--- config.mk ---
export PLATFORM = sky130hd
export DESIGN_NAME = framed_command_tokenizer
export DESIGN_NICKNAME = d
export VERILOG_FILES = /design/src/sv/fct_pkg.sv /design/src/sv/fct_in_stage.sv /design/src/sv/fct_core.sv /design/src/sv/fct_out_stage.sv /design/src/sv/framed_command_tokenizer.sv
export SDC_FILE = /design/constraint.sdc
export NUM_CORES = 1
export LEC_CHECK = 0
export BUFFER_PORTS_ARGS = -buffer_cell sky130_fd_sc_hd__buf_2
export CAP_MARGIN = 10
export CORE_UTILIZATION = 40
export CTS_BUF_LIST = sky130_fd_sc_hd__clkbuf_4 sky130_fd_sc_hd__clkbuf_8
export CTS_CLUSTER_DIAMETER = 30
export DETAILED_ROUTE_END_ITERATION = 8
export PLACE_DENSITY = 0.63
export SETUP_SLACK_MARGIN = 0.4
export SYNTH_ARGS = -nofsm -noshare
export SYNTH_HDL_FRONTEND = slang
export SYNTH_SLANG_ARGS = --single-unit
--- constraint.sdc ---
create_clock -name i_clk -period 5.4 [get_ports i_clk]
set_input_delay 0.54 -clock i_clk [delete_from_list [all_inputs] [get_ports i_clk]]
set_output_delay 0.54 -clock i_clk [all_outputs]
set_load 0.02 [all_outputs]
--- src/sv/fct_pkg.sv ---
`timescale 1ns / 1ps

package fct_pkg;

    // Title and parameter area sizes
    localparam int TITLE_LEN = 16;
    localparam int DATA_LEN  = 64;

    // Position counter covers the title limit and the last parameter slot
    localparam int POS_MAX = (TITLE_LEN > DATA_LEN - 1) ? TITLE_LEN : DATA_LEN - 1;
    localparam int POS_W   = $clog2(POS_MAX + 1);

    localparam int BYTE_W  = 8;
    localparam int KIND_W  = 3;
    localparam int FIELD_W = 6;
    localparam int CFG_IDX_W = 2;

    // Operation codes
    localparam logic OP_BYTE    = 1'b0;
    localparam logic OP_RELEASE = 1'b1;

    // Token kinds
    localparam logic [KIND_W-1:0] TK_TITLE_CHAR = 3'd0;
    localparam logic [KIND_W-1:0] TK_TITLE_DONE = 3'd1;
    localparam logic [KIND_W-1:0] TK_PARAM_CHAR = 3'd2;
    localparam logic [KIND_W-1:0] TK_CMD_DONE   = 3'd3;
    localparam logic [KIND_W-1:0] TK_OVERFLOW   = 3'd4;

    // Configuration register indexes
    localparam logic [CFG_IDX_W-1:0] CFG_BEGIN     = 2'd0;
    localparam logic [CFG_IDX_W-1:0] CFG_SEPARATOR = 2'd1;
    localparam logic [CFG_IDX_W-1:0] CFG_END       = 2'd2;

    localparam logic [BYTE_W-1:0] BEGIN_RST     = 8'd60;
    localparam logic [BYTE_W-1:0] SEPARATOR_RST = 8'd44;
    localparam logic [BYTE_W-1:0] END_RST       = 8'd62;

    typedef enum logic [1:0] {
        PH_IDLE,
        PH_TITLE,
        PH_PARAM
    } t_phase;

    typedef struct packed {
        logic              operation;
        logic [BYTE_W-1:0] rx_byte;
    } t_in_item;

    typedef struct packed {
        logic [KIND_W-1:0]  token_kind;
        logic [BYTE_W-1:0]  char_out;
        logic [FIELD_W-1:0] param_index;
        logic [FIELD_W-1:0] char_position;
        logic [FIELD_W-1:0] field_count;
    } t_out_item;

    typedef struct packed {
        logic      valid;
        t_out_item item;
    } t_result;

endpackage

--- src/sv/fct_in_stage.sv ---
`timescale 1ns / 1ps

module fct_in_stage (
    input  logic              i_clk,
    input  logic              i_rst_n,
    input  logic              i_valid,
    output logic              o_ready,
    input  fct_pkg::t_in_item i_item,
    input  logic              i_take,
    output logic              o_valid,
    output fct_pkg::t_in_item o_item
);

    logic              r_valid;
    fct_pkg::t_in_item r_item;

    // Free slot, or the held item leaves this cycle
    assign o_ready = !r_valid || i_take;
    assign o_valid = r_valid;
    assign o_item  = r_item;

    always_ff @(posedge i_clk) begin
        if (!i_rst_n) begin
            r_valid <= 1'b0;
        end else if (i_valid && o_ready) begin
            r_valid <= 1'b1;
        end else if (i_take) begin
            r_valid <= 1'b0;
        end
    end

    always_ff @(posedge i_clk) begin
        if (i_valid && o_ready) begin
            r_item <= i_item;
        end
    end

endmodule

--- src/sv/fct_core.sv ---
`timescale 1ns / 1ps

module fct_core (
    input  logic                                i_clk,
    input  logic                                i_rst_n,
    input  logic                                i_cfg_we,
    input  logic [fct_pkg::CFG_IDX_W-1:0]       i_cfg_index,
    input  logic [fct_pkg::BYTE_W-1:0]          i_cfg_data,
    input  logic                                i_fire,
    input  fct_pkg::t_in_item                   i_item,
    output fct_pkg::t_result                    o_res
);

    logic [fct_pkg::BYTE_W-1:0] r_begin_byte;
    logic [fct_pkg::BYTE_W-1:0] r_separator_byte;
    logic [fct_pkg::BYTE_W-1:0] r_end_byte;

    fct_pkg::t_phase             r_phase, n_phase;
    logic [fct_pkg::POS_W-1:0]   r_pos, n_pos;
    logic [fct_pkg::FIELD_W-1:0] r_sep_cnt, n_sep_cnt;
    logic [fct_pkg::FIELD_W-1:0] r_ne_idx, n_ne_idx;
    logic                        r_prev_char, n_prev_char;
    logic                        r_ready_flag, n_ready_flag;

    logic [fct_pkg::BYTE_W-1:0]  w_b;
    logic [fct_pkg::FIELD_W-1:0] w_cnt;

    assign w_b = i_item.rx_byte;

    always_ff @(posedge i_clk) begin
        if (!i_rst_n) begin
            r_begin_byte     <= fct_pkg::BEGIN_RST;
            r_separator_byte <= fct_pkg::SEPARATOR_RST;
            r_end_byte       <= fct_pkg::END_RST;
        end else if (i_cfg_we) begin
            unique case (i_cfg_index)
                fct_pkg::CFG_BEGIN:     r_begin_byte     <= i_cfg_data;
                fct_pkg::CFG_SEPARATOR: r_separator_byte <= i_cfg_data;
                fct_pkg::CFG_END:       r_end_byte       <= i_cfg_data;
                default: ;
            endcase
        end
    end

    always_ff @(posedge i_clk) begin
        if (!i_rst_n) begin
            r_phase      <= fct_pkg::PH_IDLE;
            r_pos        <= '0;
            r_sep_cnt    <= '0;
            r_ne_idx     <= '0;
            r_prev_char  <= 1'b0;
            r_ready_flag <= 1'b0;
        end else begin
            r_phase      <= n_phase;
            r_pos        <= n_pos;
            r_sep_cnt    <= n_sep_cnt;
            r_ne_idx     <= n_ne_idx;
            r_prev_char  <= n_prev_char;
            r_ready_flag <= n_ready_flag;
        end
    end

    // A non-empty area with no separator still counts as one field
    assign w_cnt = ((r_pos != '0) && (r_sep_cnt == '0)) ? fct_pkg::FIELD_W'(1) : r_sep_cnt;

    always_comb begin
        n_phase      = r_phase;
        n_pos        = r_pos;
        n_sep_cnt    = r_sep_cnt;
        n_ne_idx     = r_ne_idx;
        n_prev_char  = r_prev_char;
        n_ready_flag = r_ready_flag;
        o_res        = '0;

        if (i_fire) begin
            if (i_item.operation == fct_pkg::OP_RELEASE) begin
                n_ready_flag = 1'b0;
            end else if (!r_ready_flag) begin
                unique case (r_phase)
                    fct_pkg::PH_IDLE: begin
                        if (w_b == r_begin_byte) begin
                            n_phase     = fct_pkg::PH_TITLE;
                            n_pos       = '0;
                            n_sep_cnt   = '0;
                            n_ne_idx    = '0;
                            n_prev_char = 1'b0;
                        end
                    end
                    fct_pkg::PH_TITLE: begin
                        o_res.valid = 1'b1;
                        // Separator, or a byte past a full title: close the title
                        if (r_pos >= fct_pkg::POS_W'(fct_pkg::TITLE_LEN) ||
                            w_b == r_separator_byte) begin
                            n_phase               = fct_pkg::PH_PARAM;
                            n_pos                 = '0;
                            n_prev_char           = 1'b0;
                            o_res.item.token_kind = fct_pkg::TK_TITLE_DONE;
                        end else begin
                            o_res.item.token_kind    = fct_pkg::TK_TITLE_CHAR;
                            o_res.item.char_out      = w_b;
                            o_res.item.char_position = fct_pkg::FIELD_W'(r_pos);
                            n_pos                    = r_pos + fct_pkg::POS_W'(1);
                        end
                    end
                    default: begin
                        if (w_b == r_end_byte) begin
                            n_sep_cnt              = w_cnt;
                            o_res.valid            = 1'b1;
                            o_res.item.token_kind  = fct_pkg::TK_CMD_DONE;
                            o_res.item.field_count = w_cnt;
                            n_ready_flag           = 1'b1;
                            n_phase                = fct_pkg::PH_IDLE;
                            n_pos                  = '0;
                        end else if (w_b == r_separator_byte && r_pos == '0) begin
                            // drop leading separator
                        end else if (r_pos >= fct_pkg::POS_W'(fct_pkg::DATA_LEN - 1)) begin
                            o_res.valid              = 1'b1;
                            o_res.item.token_kind    = fct_pkg::TK_OVERFLOW;
                            o_res.item.char_position = fct_pkg::FIELD_W'(r_pos);
                        end else if (w_b == r_separator_byte) begin
                            n_sep_cnt = r_sep_cnt + fct_pkg::FIELD_W'(1);
                            if (r_pos != '0 && r_prev_char) begin
                                n_ne_idx = r_ne_idx + fct_pkg::FIELD_W'(1);
                            end
                            n_prev_char = 1'b0;
                            n_pos       = r_pos + fct_pkg::POS_W'(1);
                        end else begin
                            if (w_b == '0) begin
                                if (r_pos != '0 && r_prev_char) begin
                                    n_ne_idx = r_ne_idx + fct_pkg::FIELD_W'(1);
                                end
                                n_prev_char = 1'b0;
                            end else begin
                                n_prev_char = 1'b1;
                            end
                            o_res.valid              = 1'b1;
                            o_res.item.token_kind    = fct_pkg::TK_PARAM_CHAR;
                            o_res.item.char_out      = w_b;
                            o_res.item.param_index   = n_ne_idx;
                            o_res.item.char_position = fct_pkg::FIELD_W'(r_pos);
                            n_pos                    = r_pos + fct_pkg::POS_W'(1);
                        end
                    end
                endcase
            end
        end
    end

endmodule

--- src/sv/fct_out_stage.sv ---
`timescale 1ns / 1ps

module fct_out_stage (
    input  logic               i_clk,
    input  logic               i_rst_n,
    input  logic               i_load,
    input  fct_pkg::t_result   i_res,
    input  logic               i_ready,
    output logic               o_free,
    output logic               o_valid,
    output fct_pkg::t_out_item o_item
);

    logic               r_valid;
    fct_pkg::t_out_item r_item;

    // Room for a new result when empty or when the held one transfers now
    assign o_free  = !r_valid || i_ready;
    assign o_valid = r_valid;
    assign o_item  = r_item;

    always_ff @(posedge i_clk) begin
        if (!i_rst_n) begin
            r_valid <= 1'b0;
        end else if (i_load) begin
            r_valid <= i_res.valid;
        end else if (i_ready) begin
            r_valid <= 1'b0;
        end
    end

    always_ff @(posedge i_clk) begin
        if (i_load && i_res.valid) begin
            r_item <= i_res.item;
        end
    end

endmodule

--- src/sv/framed_command_tokenizer.sv ---
`timescale 1ns / 1ps
// Path: an accepted input item waits in the input register, passes the parser logic and its
// result is loaded into the result register on o_out_item; it can transfer out at the next edge.
// Throughput: one item per cycle; the input stalls only while a result waits on i_out_ready.
// Reset (i_rst_n low, synchronous): parser idle, counters and ready flag
// cleared, begin/separator/end bytes back to 60/44/62, both stages empty.

module framed_command_tokenizer (
    input  logic                            i_clk,
    input  logic                            i_rst_n,
    input  logic                            i_in_valid,
    output logic                            o_in_ready,
    input  fct_pkg::t_in_item               i_in_item,
    output logic                            o_out_valid,
    input  logic                            i_out_ready,
    output fct_pkg::t_out_item              o_out_item,
    input  logic                            i_cfg_we,
    input  logic [fct_pkg::CFG_IDX_W-1:0]   i_cfg_index,
    input  logic [fct_pkg::BYTE_W-1:0]      i_cfg_data
);

    logic              w_in_valid;
    fct_pkg::t_in_item w_in_item;
    logic              w_out_free;
    logic              w_take;
    fct_pkg::t_result  w_res;

    // Advance the held item whenever the result register can take its output
    assign w_take = w_in_valid && w_out_free;

    fct_in_stage u_in_stage (
        .i_clk   (i_clk),
        .i_rst_n (i_rst_n),
        .i_valid (i_in_valid),
        .o_ready (o_in_ready),
        .i_item  (i_in_item),
        .i_take  (w_take),
        .o_valid (w_in_valid),
        .o_item  (w_in_item)
    );

    fct_core u_core (
        .i_clk       (i_clk),
        .i_rst_n     (i_rst_n),
        .i_cfg_we    (i_cfg_we),
        .i_cfg_index (i_cfg_index),
        .i_cfg_data  (i_cfg_data),
        .i_fire      (w_take),
        .i_item      (w_in_item),
        .o_res       (w_res)
    );

    fct_out_stage u_out_stage (
        .i_clk   (i_clk),
        .i_rst_n (i_rst_n),
        .i_load  (w_take),
        .i_res   (w_res),
        .i_ready (i_out_ready),
        .o_free  (w_out_free),
        .o_valid (o_out_valid),
        .o_item  (o_out_item)
    );

    // After command done, nothing is emitted until a release
    a_quiet_after_done: assert property (@(posedge i_clk) disable iff (!i_rst_n)
        (w_take && w_res.valid && w_res.item.token_kind == fct_pkg::TK_CMD_DONE)
        |=> !w_res.valid)
        else $error("token emitted while command waits for release");

    a_char_zero: assert property (@(posedge i_clk) disable iff (!i_rst_n)
        (o_out_valid && o_out_item.token_kind != fct_pkg::TK_TITLE_CHAR &&
         o_out_item.token_kind != fct_pkg::TK_PARAM_CHAR)
        |-> o_out_item.char_out == '0)
        else $error("non-character token carries a byte");

    a_overflow_pos: assert property (@(posedge i_clk) disable iff (!i_rst_n)
        (o_out_valid && o_out_item.token_kind == fct_pkg::TK_OVERFLOW)
        |-> o_out_item.char_position == fct_pkg::FIELD_W'(fct_pkg::DATA_LEN - 1))
        else $error("overflow token at wrong position");

    a_hold_input: assert property (@(posedge i_clk) disable iff (!i_rst_n)
        (w_in_valid && !w_take) |=> w_in_valid)
        else $error("held input item lost");

endmodule
After elaboration in Yosys (flattened, before gate mapping)
Cells that the tools add are included.
{"block": "totals", "register_bits": 86, "inputBits": 24, "output_inout_bits": 31}
{"block": "classes", "add_sub_neg": 3, "order_cmp": 2, "eq_ne": 18, "muxes": 65, "bitwise_logic": 5, "n_reduce_logical": 33}
{"op": "$mux 6", "n": 29}
{"op": "$mux 30", "n": 3}
{"op": "$mux 24", "n": 2}
{"op": "$pmux 6 s2", "n": 4}
{"op": "$eq 8x8->1", "n": 3}
{"op": "$pmux 12 s2", "n": 1}
{"op": "$reduce_and 8->1", "n": 3}
{"op": "$mux 20", "n": 1}
{"op": "$add 6x1->6 const B", "n": 3}
{"op": "$mux 1", "n": 16}
{"op": "$mux 14", "n": 1}
{"op": "$logic_not 6->1", "n": 2}
{"op": "$reduce_and 6->1", "n": 2}
{"op": "$ne 3x3->1 const B", "n": 3}
{"op": "$reduce_or 9->1", "n": 1}
{"op": "$logic_not 8->1", "n": 1}
{"op": "$mux 4", "n": 2}
{"op": "$mux 8", "n": 1}
{"op": "$ne 4x3->1 const B", "n": 2}
{"op": "$ge 6x5->1 const B", "n": 1}
{"op": "$ge 6x6->1 const B", "n": 1}
{"op": "$logic_and 1x1->1", "n": 6}
{"op": "$mux 2", "n": 3}
{"op": "$ne 2x2->1 const B", "n": 3}
{"op": "other kinds (17)", "n": 32}

Logic depth before layout (Yosys ltp)
{"block": "logic_depth", "word_depth": 21, "ltp_mapped": 8, "mapped_depth_nobuf": 7}

Modules after synthesis
Synthesis repeated with hierarchy kept, for this count alone.
{"block": "hier_totals", "hier_cells": 420, "hier_area_um2": 4217.8}
{"module": "fct_core", "n_inst": 1, "cells_each": 371, "area_per_inst_um2": 2961.6}
{"module": "fct_out_stage", "n_inst": 1, "cells_each": 34, "area_per_inst_um2": 922.1}
{"module": "fct_in_stage", "n_inst": 1, "cells_each": 14, "area_per_inst_um2": 327.8}
{"module": "framed_command_tokenizer", "n_inst": 1, "cells_each": 1, "area_per_inst_um2": 6.3}

Least setup slack after synthesis
OpenSTA, ideal clock, no wires.
{"block": "synth_path", "kind": "reg-to-reg", "from": "register u_in_stage.r_item (netlist bit u_in_stage.o_item[3])", "to": "register u_out_stage.r_item (netlist bit u_out_stage.o_item[0]), enable pin", "arrival_ns": 3.718, "slack_ns": 1.211, "path_stages_with_launch": 7, "path_buffers": 1, "period_less_slack_ns": 4.189, "path_cell_list": "edfxtp_1 xnor2_1 nand4_1 or2_1 clkbuf_1 and2_1 a311oi_1"}
{"block": "synth_via", "elab_chain_len": 10, "elab_cells_between_ends": 12, "classes_between": "2 x eq/ne; 8 x mux; 2 x reduce/logical"}
{"element": "start, declared", "line": "fct_in_stage.sv:15", "rtl": "fct_pkg::t_in_item r_item;"}
{"element": "start signal, assigned", "line": "fct_in_stage.sv:34", "rtl": "r_item <= i_item;"}
{"element": "$eq 8x8->1", "line": "fct_core.sv:114, fct_core.sv:120"}
{"element": "$mux 24", "line": "fct_core.sv:120", "rtl": "end else if (w_b == r_separator_byte) begin"}
{"element": "$mux 4", "line": "fct_core.sv:116", "rtl": "end else if (r_pos >= fct_pkg::POS_W'(fct_pkg::DATA_LEN - 1)) begin"}
{"element": "$mux 24", "line": "fct_core.sv:114", "rtl": "end else if (w_b == r_separator_byte && r_pos == '0) begin"}
{"element": "$mux 4 *", "line": "fct_core.sv:106", "rtl": "if (w_b == r_end_byte) begin"}
{"element": "$pmux 12 s2 *", "line": "fct_core.sv:79", "rtl": "unique case (r_phase)"}
{"element": "$mux 30 *", "line": "fct_core.sv:78", "rtl": "end else if (!r_ready_flag) begin"}
{"element": "$mux 30 *", "line": "fct_core.sv:76", "rtl": "if (i_item.operation == fct_pkg::OP_RELEASE) begin"}
{"element": "$mux 30 *", "line": "fct_core.sv:75", "rtl": "if (i_fire) begin"}
{"element": "$logic_and 1x1->1 *", "line": "fct_out_stage.sv:33", "rtl": "if (i_load && i_res.valid) begin"}
{"element": "end signal, assigned", "line": "fct_out_stage.sv:34", "rtl": "r_item <= i_res.item;"}
{"element": "end, declared", "line": "fct_out_stage.sv:15", "rtl": "fct_pkg::t_out_item r_item;"}
Every way passes the cells marked *; elsewhere a longest branch is shown, timed or not.
A chain may end at the register's enable or synchronous reset.

Final worst setup path
{"block": "layout_path", "from": "register u_in_stage.r_item (netlist bit u_in_stage.o_item[6])", "to": "register u_out_stage.r_item (netlist bit u_out_stage.o_item[12]), enable pin"}
Same word-level chain as after synthesis.

==> results.json <==
{
  "grt_pass1_wl_um": 16100,
  "cts_tree": "built",
  "finalSetupViolCount": 0,
  "ys_ff_latch": 86,
  "synth_top_area_frac": 0.277,
  "cap_violations": 0,
  "grt_usage": 0.201,
  "fin_tns_setup_ns": 0,
  "wl_per_cell_um": 15.9,
  "syn_area_um2": 4120,
  "clockBufferDepth": 2,
  "via_per_inst": 5.44,
  "seqCellArea_um2": 2100,
  "skew_ns": 0.0165,
  "cts_inserted_buffers": 9,
  "min_period_ns": 3.00,
  "crit_path_start_kind": "register",
  "nFillCells": 905,
  "drt_pre_antenna_iters": 5,
  "netlist_instances": 414,
  "clockRootBuffer": "clkbuf_8",
  "fin_area_um2": 4750,
  "portBuffers": 54,
  "num_io_pins": 55,
  "clock.fmax_mhz": 334,
  "grt_max_degree": 40,
  "final_core_util": 0.481,
  "ant_nets": 0,
  "synthFlopType": "dfxtp_1",
  "critPathKind": "reg2reg",
  "grt_pass1_vias": 3167,
  "finalWirelength_um": 9610,
  "dr.first_iter.drc_count": 244,
  "ctsHtreeMaxLevel": 3,
  "ir_worst_vdd_mv": 0.185,
  "clock_latency_ns": 0.37,
  "cp.arrival_ns": 3.05,
  "syn_nets": 443,
  "dp_hpwl_um": 7160,
  "ys_types": 57,
  "slew_viol_final": 0,
  "core_area_um2": 9860,
  "place_area_um2": 4520,
  "synth_edf_count": 38,
  "num_rows": 36,
  "period_share": 0.555,
  "synth_top_area_cell": "edfxtp_1",
  "clk_pin_slew_ns": 0.09,
  "fin_cells": 603,
  "placedCellCount": 587,
  "avgSynthCellArea_um2": 9.95,
  "synth.top_cells.by_area": "edfxtp_1 28%, dfxtp_1 23%, mux2i_1 4.6%",
  "die-area_um2": 10700,
  "clock-sinks": 86,
  "async_flop_share": 0,
  "grt_antenna_before_repair": 0,
  "worstHoldPathType": "in2reg",
  "start_util": 0.418,
  "final_hold_viol_count": 0,
  "syn_to_final_growth_pct": 15.2,
  "cts_hold_buffers": 0,
  "nets": 494,
  "leakagePower_nw": 1.84,
  "cts_resized": 0,
  "outcome": "finished, final reports clean",
  "multi_input_area_um2": 1930,
  "relSlewSlack": 0.439,
  "cp_max_fo": 16,
  "drive_gt1_frac": 0.177,
  "worst_pin_slew_ns": 0.842,
  "remaining_drc_errors": 0,
  "p_total_mw": 1.29,
  "place_congestion": 0.916,
  "yosys_warnings": 0,
  "rsz0062_at_grt": "no",
  "vias": 3282,
  "overflow": 0,
  "post_cts.repair.setup_buffers": 0,
  "dieHeight_um": 103,
  "n_antenna_cell": 0,
  "crit_path_end_kind": "register",
  "fp.dieW_um": 103,
  "ys_seq_area_frac": 0.510,
  "power.density_nw_per_um2": 271,
  "cp.required_ns": 5.45
}
==> layout make-up <==
| type | instances | area share |
|---|---|---|
| sequential | 86 | 0.443 |
| multi-input combinational | 303 | 0.407 |
| timing repair buffer | 56 | 0.0601 |
| tap | 133 | 0.0351 |
| clock buffer | 9 | 0.0261 |
| clock inverter | 7 | 0.0219 |
| inverter | 9 | 0.00712 |
==> kinds of logic (layout without fill, tap and decap cells) <==
| kind of cell | after synthesis | after routing | share of synthesized area |
|---|---|---|---|
| AO/OA/AOI/OAI | 68 | 68 | 0.108 |
| XOR/XNOR | 29 | 29 | 0.0617 |
| adder cells (fa/ha/maj) | 5 | 5 | 0.0152 |
| buffers and inverters | 25 | 81 | 0.0252 |
| flip-flops | 86 | 86 | 0.510 |
| multiplexers | 19 | 19 | 0.0462 |
| AND/OR/NAND/NOR | 182 | 182 | 0.234 |
==> cells in the final DEF, fill, tap and decap left out, types with 12 or more instances in the layout <==
cell type / netlist / routed
buf_2: 2 / 54
nand2_1: 48 / 48
dfxtp_1: 48 / 48
edfxtp_1: 38 / 38
nor2_1: 34 / 34
nand3_1: 23 / 23
xnor2_1: 20 / 20
mux2i_1: 19 / 19
a21oi_1: 18 / 18
and2_1: 13 / 13
and3_1: 12 / 12
o21ai_0: 12 / 12
==> synthesized netlist by cell type, drive strengths merged (2+ instances only) <==
cell and instances:
nor4 9, xor2 9, and3b 2, o211ai 4
nor3 5, o2111ai 2, or2 2, nand3 23
nor3b 2, nand2b 2, nand3b 4, buf 4
or4 4, a21oi 18, clkbuf 12, dfxtp 48
inv 8, nand4b 3, ha 5, and4 2
or3 2, a211oi 4, and2 13, o31ai 4
nor2 35, a2111oi 2, a31oi 5, mux2i 19
o21ai 16, edfxtp 38, nand4 11, o32ai 2
and3 12, nor2b 3, nand2 48, xnor2 20
==> sequential cells by signal, indices dropped and copies added, names as in the netlist <==
| register | cells |
|---|---|
| u_core.r_phase | 2 |
| u_in_stage.o_item | 9 |
| u_out_stage.o_valid | 1 |
| u_out_stage.o_item | 29 |
| u_core.r_ready_flag | 1 |
| u_in_stage.o_valid | 1 |
| u_core.r_separator_byte | 8 |
| u_core.r_sep_cnt | 6 |
| u_core.r_end_byte | 8 |
| u_core.r_pos | 6 |
| u_core.r_begin_byte | 8 |
| u_core.r_prev_char | 1 |
| u_core.r_ne_idx | 6 |
==> path summary, 6_finish.rpt <==
path	slack (ns)	to	depth (start not counted)	startpoint
worst max register to register	2.40	u_out_stage.o_item[12]	6	u_in_stage.o_item[6]
worst min register to register	0.48	u_core.r_end_byte[7]	2	u_core.r_end_byte[7]
worst max-delay path	2.40	u_out_stage.o_item[12]	6	u_in_stage.o_item[6]
worst min-delay path	0.35	u_in_stage.o_item[1]	1	i_in_item[1]
==> power by group <==
group / switching (mW) / internal [mW] / leakage (nW)
logic: 0.0414 / 0.0293 / 0.926
clock network: 0.246 / 0.267 / 0.115
registers: 0.0146 / 0.688 / 0.801
total: 0.302 / 0.984 / 1.84
==> layer usage <==
layer / GRT usage / vias to the layer above / routed length, um / part of all wire
li1: - / 1630 / - / -
met1: 0.265 / 1511 / 4390 / 0.46
met2: 0.318 / 121 / 4490 / 0.47
met3: 0.0363 / 20 / 472 / 0.049
met4: 0.0975 / 0 / 251 / 0.026
met5: 0 / - / 0 / 0
==> critical path: stages (launching register included) <==
cell      delay, ns
edfxtp_1       0.49
xnor2_1        0.23
nand4_1        0.22
or2_1          0.39
and2_1         0.25
a311oi_4       0.70
buf_4          0.38
==> metrics by stage <==
stage / hold WS (ns) / setup slack (ns)
after floorplan: 0.449 / 1.21
after detailed placement: 0.472 / 2.41
after global routing: 0.325 / 2.15
after global placement: 0.461 / 2.56
after CTS: 0.335 / 2.38
final: 0.345 / 2.40
Note: power is estimated with default switching activity, not from simulation.
